File: src/sv/rlu_pkg.sv
`default_nettype none

package rlu_pkg;

  // Field widths of the words on the two channels.
  localparam int FUNC_W   = 1;
  localparam int INDEX_W  = 4;
  localparam int ADDR_W   = 32;
  localparam int PLEN_W   = 6;
  localparam int PORT_W   = 16;
  localparam int LEN_W    = 16;
  localparam int STATUS_W = 2;
  localparam int PROTO_W  = 8;

  localparam int TABLE_ENTRIES = 16;

  localparam logic [PLEN_W-1:0]  PLEN_MAX        = 6'd32;
  localparam logic [LEN_W-1:0]   MAX_PAYLOAD_RST = 16'd1480;
  localparam logic [LEN_W-1:0]   HDR_BYTES       = 16'd20;
  localparam logic [LEN_W:0]     TOTAL_LEN_LIMIT = 17'h0FFFF;
  localparam logic [PROTO_W-1:0] PROTO_TCP       = 8'd6;
  localparam logic [PROTO_W-1:0] PROTO_UDP       = 8'd17;
  localparam logic [ADDR_W-1:0]  ADDR_ONES       = 32'hFFFF_FFFF;

  typedef enum logic [FUNC_W-1:0] {
    FUNC_WRITE = 1'b0,
    FUNC_SEND  = 1'b1
  } func_t;

  typedef enum logic [STATUS_W-1:0] {
    ST_WRITE    = 2'd0,
    ST_FWD      = 2'd1,
    ST_TOO_LONG = 2'd2,
    ST_NO_ROUTE = 2'd3
  } status_t;

  // Word travelling down the cell row, with the running best match.
  typedef struct packed {
    func_t              func;
    logic [INDEX_W-1:0] entry_index;
    logic               entry_enable;
    logic [ADDR_W-1:0]  route_prefix;
    logic [PLEN_W-1:0]  prefix_len;
    logic [PORT_W-1:0]  route_port;
    logic [LEN_W-1:0]   payload_length;
    logic               is_tcp;
    logic [ADDR_W-1:0]  src_addr;
    logic [ADDR_W-1:0]  dst_addr;
    logic               too_long;
    logic               found;
    logic [PLEN_W-1:0]  best_len;
    logic [PORT_W-1:0]  best_port;
  } token_t;

endpackage

`default_nettype wire

File: src/sv/rlu_in_if.sv
`default_nettype none

interface rlu_in_if;
  logic                         valid;
  logic                         ready;
  logic [rlu_pkg::FUNC_W-1:0]   func;
  logic [rlu_pkg::INDEX_W-1:0]  entry_index;
  logic                         entry_enable;
  logic [rlu_pkg::ADDR_W-1:0]   route_prefix;
  logic [rlu_pkg::PLEN_W-1:0]   prefix_len;
  logic [rlu_pkg::PORT_W-1:0]   route_port;
  logic [rlu_pkg::LEN_W-1:0]    payload_length;
  logic                         is_tcp;
  logic [rlu_pkg::ADDR_W-1:0]   src_addr;
  logic [rlu_pkg::ADDR_W-1:0]   dst_addr;

  modport source (
    output valid, func, entry_index, entry_enable, route_prefix, prefix_len,
           route_port, payload_length, is_tcp, src_addr, dst_addr,
    input  ready
  );

  modport sink (
    input  valid, func, entry_index, entry_enable, route_prefix, prefix_len,
           route_port, payload_length, is_tcp, src_addr, dst_addr,
    output ready
  );
endinterface

`default_nettype wire

File: src/sv/rlu_out_if.sv
`default_nettype none

interface rlu_out_if;
  logic                         valid;
  logic                         ready;
  logic [rlu_pkg::STATUS_W-1:0] status;
  logic [rlu_pkg::PORT_W-1:0]   out_port;
  logic [rlu_pkg::PLEN_W-1:0]   matched_len;
  logic [rlu_pkg::LEN_W-1:0]    total_length;
  logic [rlu_pkg::PROTO_W-1:0]  protocol;
  logic [rlu_pkg::ADDR_W-1:0]   header_src;
  logic [rlu_pkg::ADDR_W-1:0]   header_dst;

  modport source (
    output valid, status, out_port, matched_len, total_length, protocol,
           header_src, header_dst,
    input  ready
  );

  modport sink (
    input  valid, status, out_port, matched_len, total_length, protocol,
           header_src, header_dst,
    output ready
  );
endinterface

`default_nettype wire

File: src/sv/rlu_cell.sv
`default_nettype none

module rlu_cell #(
  parameter int CELL_IDX = 0
) (
  input  wire logic            clk,
  input  wire logic            rst_n,
  input  wire logic            adv,
  input  wire logic            vld_i,
  input  wire rlu_pkg::token_t tok_i,
  output logic                 vld_o,
  output rlu_pkg::token_t      tok_o
);

  logic [rlu_pkg::ADDR_W-1:0] pfx_r;
  logic [rlu_pkg::PLEN_W-1:0] len_r;
  logic [rlu_pkg::PORT_W-1:0] port_r;
  logic                       ent_vld_r;

  logic                       vld_r;
  rlu_pkg::token_t            tok_r;
  rlu_pkg::token_t            tok_nxt;

  logic [rlu_pkg::ADDR_W-1:0] mask;
  logic                       hit;
  logic                       wr_here;

  // A length of 32 shifts the ones out completely, giving the full mask.
  assign mask    = ~(rlu_pkg::ADDR_ONES >> len_r);
  assign hit     = ent_vld_r && (((tok_i.dst_addr ^ pfx_r) & mask) == '0);
  assign wr_here = adv && vld_i && (tok_i.func == rlu_pkg::FUNC_WRITE) &&
                   (32'(tok_i.entry_index) == 32'(CELL_IDX));

  always_comb begin
    tok_nxt = tok_i;
    if ((tok_i.func == rlu_pkg::FUNC_SEND) && hit &&
        (!tok_i.found || (len_r > tok_i.best_len))) begin
      tok_nxt.found     = 1'b1;
      tok_nxt.best_len  = len_r;
      tok_nxt.best_port = port_r;
    end
  end

  always_ff @(posedge clk) begin
    if (!rst_n) begin
      vld_r     <= 1'b0;
      ent_vld_r <= 1'b0;
    end else begin
      if (adv) begin
        vld_r <= vld_i;
      end
      if (wr_here) begin
        ent_vld_r <= tok_i.entry_enable;
      end
    end
  end

  always_ff @(posedge clk) begin
    if (adv) begin
      tok_r <= tok_nxt;
    end
    if (wr_here) begin
      pfx_r  <= tok_i.route_prefix;
      len_r  <= tok_i.prefix_len;
      port_r <= tok_i.route_port;
    end
  end

  assign vld_o = vld_r;
  assign tok_o = tok_r;

endmodule

`default_nettype wire

File: src/sv/ipv4_route_lookup_sender.sv
`default_nettype none

// IPv4 route lookup and header builder.
// Words arrive on in_ch (valid/ready). A word with func = write loads one route
// table slot; a word with func = send looks up dst_addr by longest prefix match
// (lowest slot wins ties) and yields the header fields. Every word yields exactly
// one result word on out_ch, in arrival order: write done, forwarded, dropped as
// too long, or dropped for lack of a route.
// The table lives in a row of TABLE_ENTRIES cells, one slot per cell. A word
// moves one cell per cycle while the row advances, so writes and lookups stay
// ordered by construction. A result passes the TABLE_ENTRIES cell registers and
// then the output register; one word is accepted every cycle while out_ch is not
// stalled, limited only by the single output register.
// When the receiver stalls with a result waiting, the whole cell row freezes
// and in_ch.ready drops in the same cycle; nothing is lost or duplicated.
// Reset (rst_n low, synchronous) invalidates all table slots, empties the row
// and sets max_payload to 1480. cfg_we writes max_payload from cfg_wdata and is
// to be used only while no word is in flight.
module ipv4_route_lookup_sender #(
  parameter int TABLE_ENTRIES = rlu_pkg::TABLE_ENTRIES
) (
  input  wire logic                      clk,
  input  wire logic                      rst_n,
  input  wire logic                      cfg_we,
  input  wire logic [rlu_pkg::LEN_W-1:0] cfg_wdata,
  rlu_in_if.sink                         in_ch,
  rlu_out_if.source                      out_ch
);

  logic [rlu_pkg::LEN_W-1:0] max_payload_r;

  logic                      adv;
  logic                      out_vld_r;
  rlu_pkg::token_t           tok_in;

  logic                      vld [0:TABLE_ENTRIES];
  rlu_pkg::token_t           tok [0:TABLE_ENTRIES];

  rlu_pkg::token_t           last;
  rlu_pkg::status_t          status_nxt;
  logic [rlu_pkg::PORT_W-1:0]  port_nxt;
  logic [rlu_pkg::PLEN_W-1:0]  mlen_nxt;
  logic [rlu_pkg::LEN_W-1:0]   tlen_nxt;
  logic [rlu_pkg::PROTO_W-1:0] proto_nxt;
  logic [rlu_pkg::ADDR_W-1:0]  src_nxt;
  logic [rlu_pkg::ADDR_W-1:0]  dst_nxt;

  rlu_pkg::status_t            status_r;
  logic [rlu_pkg::PORT_W-1:0]  port_r;
  logic [rlu_pkg::PLEN_W-1:0]  mlen_r;
  logic [rlu_pkg::LEN_W-1:0]   tlen_r;
  logic [rlu_pkg::PROTO_W-1:0] proto_r;
  logic [rlu_pkg::ADDR_W-1:0]  src_r;
  logic [rlu_pkg::ADDR_W-1:0]  dst_r;

  // Configuration register.
  always_ff @(posedge clk) begin
    if (!rst_n) begin
      max_payload_r <= rlu_pkg::MAX_PAYLOAD_RST;
    end else if (cfg_we) begin
      max_payload_r <= cfg_wdata;
    end
  end

  // The row moves whenever the output register is free or being emptied.
  assign adv         = !out_vld_r || out_ch.ready;
  assign in_ch.ready = adv;

  // Entry of the row: clamp the prefix length, judge the payload length once,
  // and start with no match found.
  always_comb begin
    tok_in.func           = rlu_pkg::func_t'(in_ch.func);
    tok_in.entry_index    = in_ch.entry_index;
    tok_in.entry_enable   = in_ch.entry_enable;
    tok_in.route_prefix   = in_ch.route_prefix;
    tok_in.prefix_len     = (in_ch.prefix_len > rlu_pkg::PLEN_MAX) ?
                            rlu_pkg::PLEN_MAX : in_ch.prefix_len;
    tok_in.route_port     = in_ch.route_port;
    tok_in.payload_length = in_ch.payload_length;
    tok_in.is_tcp         = in_ch.is_tcp;
    tok_in.src_addr       = in_ch.src_addr;
    tok_in.dst_addr       = in_ch.dst_addr;
    tok_in.too_long       = (in_ch.payload_length > max_payload_r) ||
                            (({1'b0, in_ch.payload_length} + {1'b0, rlu_pkg::HDR_BYTES})
                             > rlu_pkg::TOTAL_LEN_LIMIT);
    tok_in.found          = 1'b0;
    tok_in.best_len       = '0;
    tok_in.best_port      = '0;
  end

  assign vld[0] = in_ch.valid;
  assign tok[0] = tok_in;

  for (genvar g = 0; g < TABLE_ENTRIES; g++) begin : g_cell
    rlu_cell #(
      .CELL_IDX (g)
    ) u_cell (
      .clk   (clk),
      .rst_n (rst_n),
      .adv   (adv),
      .vld_i (vld[g]),
      .tok_i (tok[g]),
      .vld_o (vld[g+1]),
      .tok_o (tok[g+1])
    );
  end

  // Result formatting at the end of the row. Anything not forwarded carries
  // zeros in all fields except the status.
  assign last = tok[TABLE_ENTRIES];

  always_comb begin
    status_nxt = rlu_pkg::ST_WRITE;
    port_nxt   = '0;
    mlen_nxt   = '0;
    tlen_nxt   = '0;
    proto_nxt  = '0;
    src_nxt    = '0;
    dst_nxt    = '0;
    priority if (last.func == rlu_pkg::FUNC_WRITE) begin
      status_nxt = rlu_pkg::ST_WRITE;
    end else if (last.too_long) begin
      status_nxt = rlu_pkg::ST_TOO_LONG;
    end else if (!last.found) begin
      status_nxt = rlu_pkg::ST_NO_ROUTE;
    end else begin
      status_nxt = rlu_pkg::ST_FWD;
      port_nxt   = last.best_port;
      mlen_nxt   = last.best_len;
      tlen_nxt   = last.payload_length + rlu_pkg::HDR_BYTES;
      proto_nxt  = last.is_tcp ? rlu_pkg::PROTO_TCP : rlu_pkg::PROTO_UDP;
      src_nxt    = last.src_addr;
      dst_nxt    = last.dst_addr;
    end
  end

  always_ff @(posedge clk) begin
    if (!rst_n) begin
      out_vld_r <= 1'b0;
    end else if (adv) begin
      out_vld_r <= vld[TABLE_ENTRIES];
    end
  end

  always_ff @(posedge clk) begin
    if (adv) begin
      status_r <= status_nxt;
      port_r   <= port_nxt;
      mlen_r   <= mlen_nxt;
      tlen_r   <= tlen_nxt;
      proto_r  <= proto_nxt;
      src_r    <= src_nxt;
      dst_r    <= dst_nxt;
    end
  end

  assign out_ch.valid        = out_vld_r;
  assign out_ch.status       = status_r;
  assign out_ch.out_port     = port_r;
  assign out_ch.matched_len  = mlen_r;
  assign out_ch.total_length = tlen_r;
  assign out_ch.protocol     = proto_r;
  assign out_ch.header_src   = src_r;
  assign out_ch.header_dst   = dst_r;

  // A waiting result that is not taken must hold back the input side.
  a_stall_blocks_input: assert property (@(posedge clk) disable iff (!rst_n)
    (out_ch.valid && !out_ch.ready) |-> !in_ch.ready)
    else $error("input accepted while result stalled");

  // A forwarded packet never reports a prefix longer than an address.
  a_fwd_len_range: assert property (@(posedge clk) disable iff (!rst_n)
    (out_ch.valid && (out_ch.status == rlu_pkg::ST_FWD)) |->
      (out_ch.matched_len <= rlu_pkg::PLEN_MAX))
    else $error("matched length out of range");

  // A forwarded packet carries a TCP or UDP protocol number.
  a_fwd_proto: assert property (@(posedge clk) disable iff (!rst_n)
    (out_ch.valid && (out_ch.status == rlu_pkg::ST_FWD)) |->
      ((out_ch.protocol == rlu_pkg::PROTO_TCP) ||
       (out_ch.protocol == rlu_pkg::PROTO_UDP)))
    else $error("bad protocol on forwarded packet");

  // Results that are not forwards leave port, matched length, total length and destination zero.
  a_nonfwd_zero: assert property (@(posedge clk) disable iff (!rst_n)
    (out_ch.valid && (out_ch.status != rlu_pkg::ST_FWD)) |->
      ((out_ch.out_port == '0) && (out_ch.matched_len == '0) &&
       (out_ch.total_length == '0) && (out_ch.header_dst == '0)))
    else $error("non-forward result carries data");

endmodule

`default_nettype wire
File: src/flat_wrapper.sv
// flat-port wrapper written by rule: the top's interface ports become plain ports
module ipv4_route_lookup_sender_flat 
#(
  parameter int TABLE_ENTRIES = rlu_pkg::TABLE_ENTRIES
)
  (clk, rst_n, cfg_we, cfg_wdata, in_ch_valid, in_ch_func, in_ch_entry_index, in_ch_entry_enable, in_ch_route_prefix, in_ch_prefix_len, in_ch_route_port, in_ch_payload_length, in_ch_is_tcp, in_ch_src_addr, in_ch_dst_addr, in_ch_ready, out_ch_valid, out_ch_status, out_ch_out_port, out_ch_matched_len, out_ch_total_length, out_ch_protocol, out_ch_header_src, out_ch_header_dst, out_ch_ready);
  rlu_in_if in_ch_i ();
  rlu_out_if out_ch_i ();
  input  wire logic clk;
  input  wire logic rst_n;
  input  wire logic cfg_we;
  input  wire logic [rlu_pkg::LEN_W-1:0] cfg_wdata;
  input wire logic [$bits(in_ch_i.valid)-1:0] in_ch_valid;
  input wire logic [$bits(in_ch_i.func)-1:0] in_ch_func;
  input wire logic [$bits(in_ch_i.entry_index)-1:0] in_ch_entry_index;
  input wire logic [$bits(in_ch_i.entry_enable)-1:0] in_ch_entry_enable;
  input wire logic [$bits(in_ch_i.route_prefix)-1:0] in_ch_route_prefix;
  input wire logic [$bits(in_ch_i.prefix_len)-1:0] in_ch_prefix_len;
  input wire logic [$bits(in_ch_i.route_port)-1:0] in_ch_route_port;
  input wire logic [$bits(in_ch_i.payload_length)-1:0] in_ch_payload_length;
  input wire logic [$bits(in_ch_i.is_tcp)-1:0] in_ch_is_tcp;
  input wire logic [$bits(in_ch_i.src_addr)-1:0] in_ch_src_addr;
  input wire logic [$bits(in_ch_i.dst_addr)-1:0] in_ch_dst_addr;
  output wire logic [$bits(in_ch_i.ready)-1:0] in_ch_ready;
  output wire logic [$bits(out_ch_i.valid)-1:0] out_ch_valid;
  output wire logic [$bits(out_ch_i.status)-1:0] out_ch_status;
  output wire logic [$bits(out_ch_i.out_port)-1:0] out_ch_out_port;
  output wire logic [$bits(out_ch_i.matched_len)-1:0] out_ch_matched_len;
  output wire logic [$bits(out_ch_i.total_length)-1:0] out_ch_total_length;
  output wire logic [$bits(out_ch_i.protocol)-1:0] out_ch_protocol;
  output wire logic [$bits(out_ch_i.header_src)-1:0] out_ch_header_src;
  output wire logic [$bits(out_ch_i.header_dst)-1:0] out_ch_header_dst;
  input wire logic [$bits(out_ch_i.ready)-1:0] out_ch_ready;
  assign in_ch_i.valid = in_ch_valid;
  assign in_ch_i.func = in_ch_func;
  assign in_ch_i.entry_index = in_ch_entry_index;
  assign in_ch_i.entry_enable = in_ch_entry_enable;
  assign in_ch_i.route_prefix = in_ch_route_prefix;
  assign in_ch_i.prefix_len = in_ch_prefix_len;
  assign in_ch_i.route_port = in_ch_route_port;
  assign in_ch_i.payload_length = in_ch_payload_length;
  assign in_ch_i.is_tcp = in_ch_is_tcp;
  assign in_ch_i.src_addr = in_ch_src_addr;
  assign in_ch_i.dst_addr = in_ch_dst_addr;
  assign in_ch_ready = in_ch_i.ready;
  assign out_ch_valid = out_ch_i.valid;
  assign out_ch_status = out_ch_i.status;
  assign out_ch_out_port = out_ch_i.out_port;
  assign out_ch_matched_len = out_ch_i.matched_len;
  assign out_ch_total_length = out_ch_i.total_length;
  assign out_ch_protocol = out_ch_i.protocol;
  assign out_ch_header_src = out_ch_i.header_src;
  assign out_ch_header_dst = out_ch_i.header_dst;
  assign out_ch_i.ready = out_ch_ready;
  ipv4_route_lookup_sender #(.TABLE_ENTRIES(TABLE_ENTRIES)) u_core (.clk(clk), .rst_n(rst_n), .cfg_we(cfg_we), .cfg_wdata(cfg_wdata), .in_ch(in_ch_i), .out_ch(out_ch_i));
endmodule
File: config.mk
export PLATFORM = sky130hd
export DESIGN_NAME = ipv4_route_lookup_sender_flat
export DESIGN_NICKNAME = d
export VERILOG_FILES = /design/src/sv/rlu_pkg.sv /design/src/sv/rlu_in_if.sv /design/src/sv/rlu_out_if.sv /design/src/sv/rlu_cell.sv /design/src/sv/ipv4_route_lookup_sender.sv /design/src/flat_wrapper.sv
export SDC_FILE = /design/constraint.sdc
export NUM_CORES = 2
export LEC_CHECK = 0
export BUFFER_PORTS_ARGS = -buffer_cell sky130_fd_sc_hd__buf_2
export CORE_MARGIN = 2
export CORE_UTILIZATION = 62
export DETAILED_ROUTE_END_ITERATION = 12
export PLACE_DENSITY = 0.86
export RECOVER_POWER = 50
export SLEW_MARGIN = 25
export SYNTH_ARGS = -nofsm -noshare
export SYNTH_HDL_FRONTEND = slang
export SYNTH_SLANG_ARGS = --single-unit
File: constraint.sdc
create_clock -name clk -period 215.6 [get_ports clk]
set_clock_uncertainty 0.1 [all_clocks]
set_input_delay 21.56 -clock clk [delete_from_list [all_inputs] [get_ports clk]]
set_output_delay 21.56 -clock clk [all_outputs]
set_load 0.02 [all_outputs]
==> results.json <==
{
  "run_status": "finished, violations left",
  "violations": "capacitance limit, slew limit",
  "critPathMaxStageDelay_ns": 3.23,
  "grt_pass1_vias": 59001,
  "boundaryPins": 276,
  "avgSynthCellArea_um2": 19.9,
  "peakVddDrop_v": 0.00000838,
  "hold_depth": 0,
  "tns_ns": 0,
  "cts_hold_buf": 0,
  "ys_seq_area_frac": 0.842,
  "core.rowCount": 166,
  "cts_tree": "yes",
  "p_seq_frac": 0.571,
  "grt_use_total": 0.229,
  "hold_start": "u_core.g_cell[9].u_cell.tok_o[67]",
  "postCtsResizedCells": 0,
  "r2r_start": "u_core.out_ch.valid",
  "grt_overflow_total": 0,
  "syn2layout_area_growth_pct": 12.2,
  "num_vias": 56796,
  "crit_type": "input pin to primary output",
  "gp_congestion": 0.999,
  "rr_endpoint": "u_core.g_cell[3].u_cell.tok_o[75]",
  "fin_crit_ns": 48.68,
  "drc": 0,
  "insertion_delay_ns": 0.93,
  "p_sw_frac": 0.190,
  "grt_first_pass_wirelength_mm": 361,
  "rsz0062_at_grt": "no",
  "start_util": 0.624,
  "drv_cap": 5,
  "h-tree-depth": 5,
  "slowest_stage": "clkinvlp_2",
  "core-area_um2": 205000,
  "clockBufferDepth": 4,
  "r2r_setup_slack_ns": 203.85,
  "cp_cell_sequence": "clkbuf_1 -> nor2b_1 -> clkbuf_1 -> clkinvlp_2 -> buf_2",
  "slew_violations": 297,
  "cp_data_arrival_time_ns": 27.02,
  "fmax_mhz": 20.5,
  "maxSlewHeadroom": -3.11,
  "rr_worst_depth": 9,
  "grt_max_degree": 224,
  "cts.root.buffer_cell": "clkbuf_16",
  "postSynthCellCount": 6429,
  "crit_path_frequent_cell": "clkbuf_1",
  "die_area_um2": 210000,
  "yosys.area.top_type": "edfxtp_1",
  "hold_ws_ns": 0.290,
  "p_per_area_nw_per_um2": 9.81,
  "wl_per_cell_um": 24.2,
  "start_kind": "input pin",
  "holdCritPathClass": "flip-flop to flip-flop",
  "cts.clk_slew.worst_paths_ns": 0.06,
  "wirelength_mm": 240,
  "postCtsSetupBuffers": 0,
  "setup_viol": 0,
  "crit_path_start": "out_ch_ready",
  "synth_top_cells_by_count": "edfxtp_1, mux2_2, xor2_1",
  "cp_max_fo": 75,
  "dp_hpwl_mm": 155,
  "synth.most_common_cell": "edfxtp_1",
  "die_h_um": 458,
  "ys.warnings.count": 0,
  "antenna_left": 0,
  "p_int_uw": 1140,
  "synth_cell_type_count": 87,
  "comb_power_share": 0.010,
  "port_buffers": 271,
  "worst_pin_slew_ns": 6.17,
  "whs_endpoint": "u_core.g_cell[10].u_cell.tok_o[67]",
  "cp.required_ns": 193.94,
  "synth_ff_type": "edfxtp_1",
  "drive_gt1_frac": 0.139,
  "die_x_um": 458,
  "layout.nets": 7233,
  "yosys.area.top_type_share": 0.835,
  "p_switching_uw": 268,
  "antenna_found_initial": 0,
  "critPathCaptureType": "primary output",
  "ys_seq_elements": 3600,
  "viasPerCell": 5.73,
  "clkPwrFrac": 0.419,
  "cts_buffers": 352,
  "power_leakage_uw": 0.0518,
  "dr.pass1.iters": 8,
  "drt_iter0_markers": 5246,
  "fin_crit_sh": 0.226,
  "synth_edf_count": 3551,
  "netlist_area_um2": 128000,
  "async_reset_ff_frac": 0,
  "hold_viol": 0,
  "cts.sinks": 3600,
  "synthTopCellsByArea": "edfxtp_1, mux2_2, xor2_1, xnor2_1, ha_1"
}
==> cell type report <==
| type | count | area (um2) |
|---|---|---|
| Timing Repair Buffer | 339 | 1820 |
| Clock inverter | 172 | 1570 |
| Antenna cell | 1 | 2.50 |
| Inverter | 160 | 602 |
| Sequential cell | 3600 | 108000 |
| Fill cell | 11865 | 61400 |
| Clock buffer | 437 | 9450 |
| Tap cell | 2688 | 3360 |
| Multi-Input combinational cell | 2509 | 19000 |
==> state kept, by name, indices dropped and copies added (netlist names), 32 cells and up <==
signal / flops
u_core.out_ch.header_dst: 32
u_core.g_cell.u_cell.tok_o: 2581
u_core.g_cell.u_cell.len_r: 96
u_core.g_cell.u_cell.pfx_r: 512
u_core.g_cell.u_cell.port_r: 256
u_core.out_ch.header_src: 32
==> metal layers <==
metal	track usage	vias up	wire length (um)
met5	0	-	0
met1	0.269	28345	89600
li1	-	26022	-
met2	0.413	1814	128000
met3	0.0307	615	9150
met4	0.119	0	12800
==> per-stage QoR <==
step,utilization,cells,setup WS [ns],power [uW],instance area (um2)
3_5_place_dp,0.647,9293,171.16,832,133000
2_1_floorplan,-,6432,99.78,819,128000
3_3_place_gp,0.647,9291,171.16,829,132000
6_report,0.700,9906,166.92,1410,143000
4_1_cts,0.701,9902,171.15,1420,144000
5_1_grt,0.700,9905,166.46,1450,143000
==> worst max-delay path: cells and delay by family <==
kind,cells,cell delay (ns)
simple gates,1,0.16
buf+inv,4,5.28
==> worst max-delay path by stage <==
| stage | to | slack (ns) |
|---|---|---|
| floorplan | in_ch_ready | 99.78 |
| global placement | in_ch_ready | 171.16 |
| detailed placement | in_ch_ready | 171.16 |
| CTS | in_ch_ready | 171.15 |
| global route | in_ch_ready | 166.46 |
| finish | in_ch_ready | 166.92 |
==> placed cells by master, fill, tap and decap left out, types with 55 or more instances in the layout <==
| master | count |
|---|---|
| edfxtp_1 | 3551 |
| buf_2 | 167 |
| inv_1 | 158 |
| nor2_1 | 149 |
| nand2_1 | 163 |
| clkinv_1 | 60 |
| clkbuf_1 | 178 |
| mux2_2 | 238 |
| xnor2_1 | 245 |
| ha_1 | 109 |
| a21oi_1 | 199 |
| clkinv_2 | 62 |
| clkbuf_16 | 361 |
| o21ai_0 | 149 |
| and2_0 | 58 |
| xor2_1 | 277 |
| nand4_1 | 55 |
| mux2_1 | 66 |
==> cell families after synthesis <==
kind of cell,share of synthesized area
DFF,0.842
and+or+nand+nor,0.0322
AOI/OAI and AO/OA,0.0361
xor gates and xnor gates,0.0358
muxes,0.0310
buffers and inverters,0.0100
adders and majority gates,0.0125
other,0.0000294
==> power groups by stage <==
stage	clock network, uW	logic, uW	registers, uW
final	589	14.1	803
after detailed placement	0	14.2	818
after CTS	601	14.5	803
after global placement	0	14.0	815
after global routing	625	15.1	806
after floorplan	0	8.07	810
Note: power is estimated with default switching activity, not from simulation.
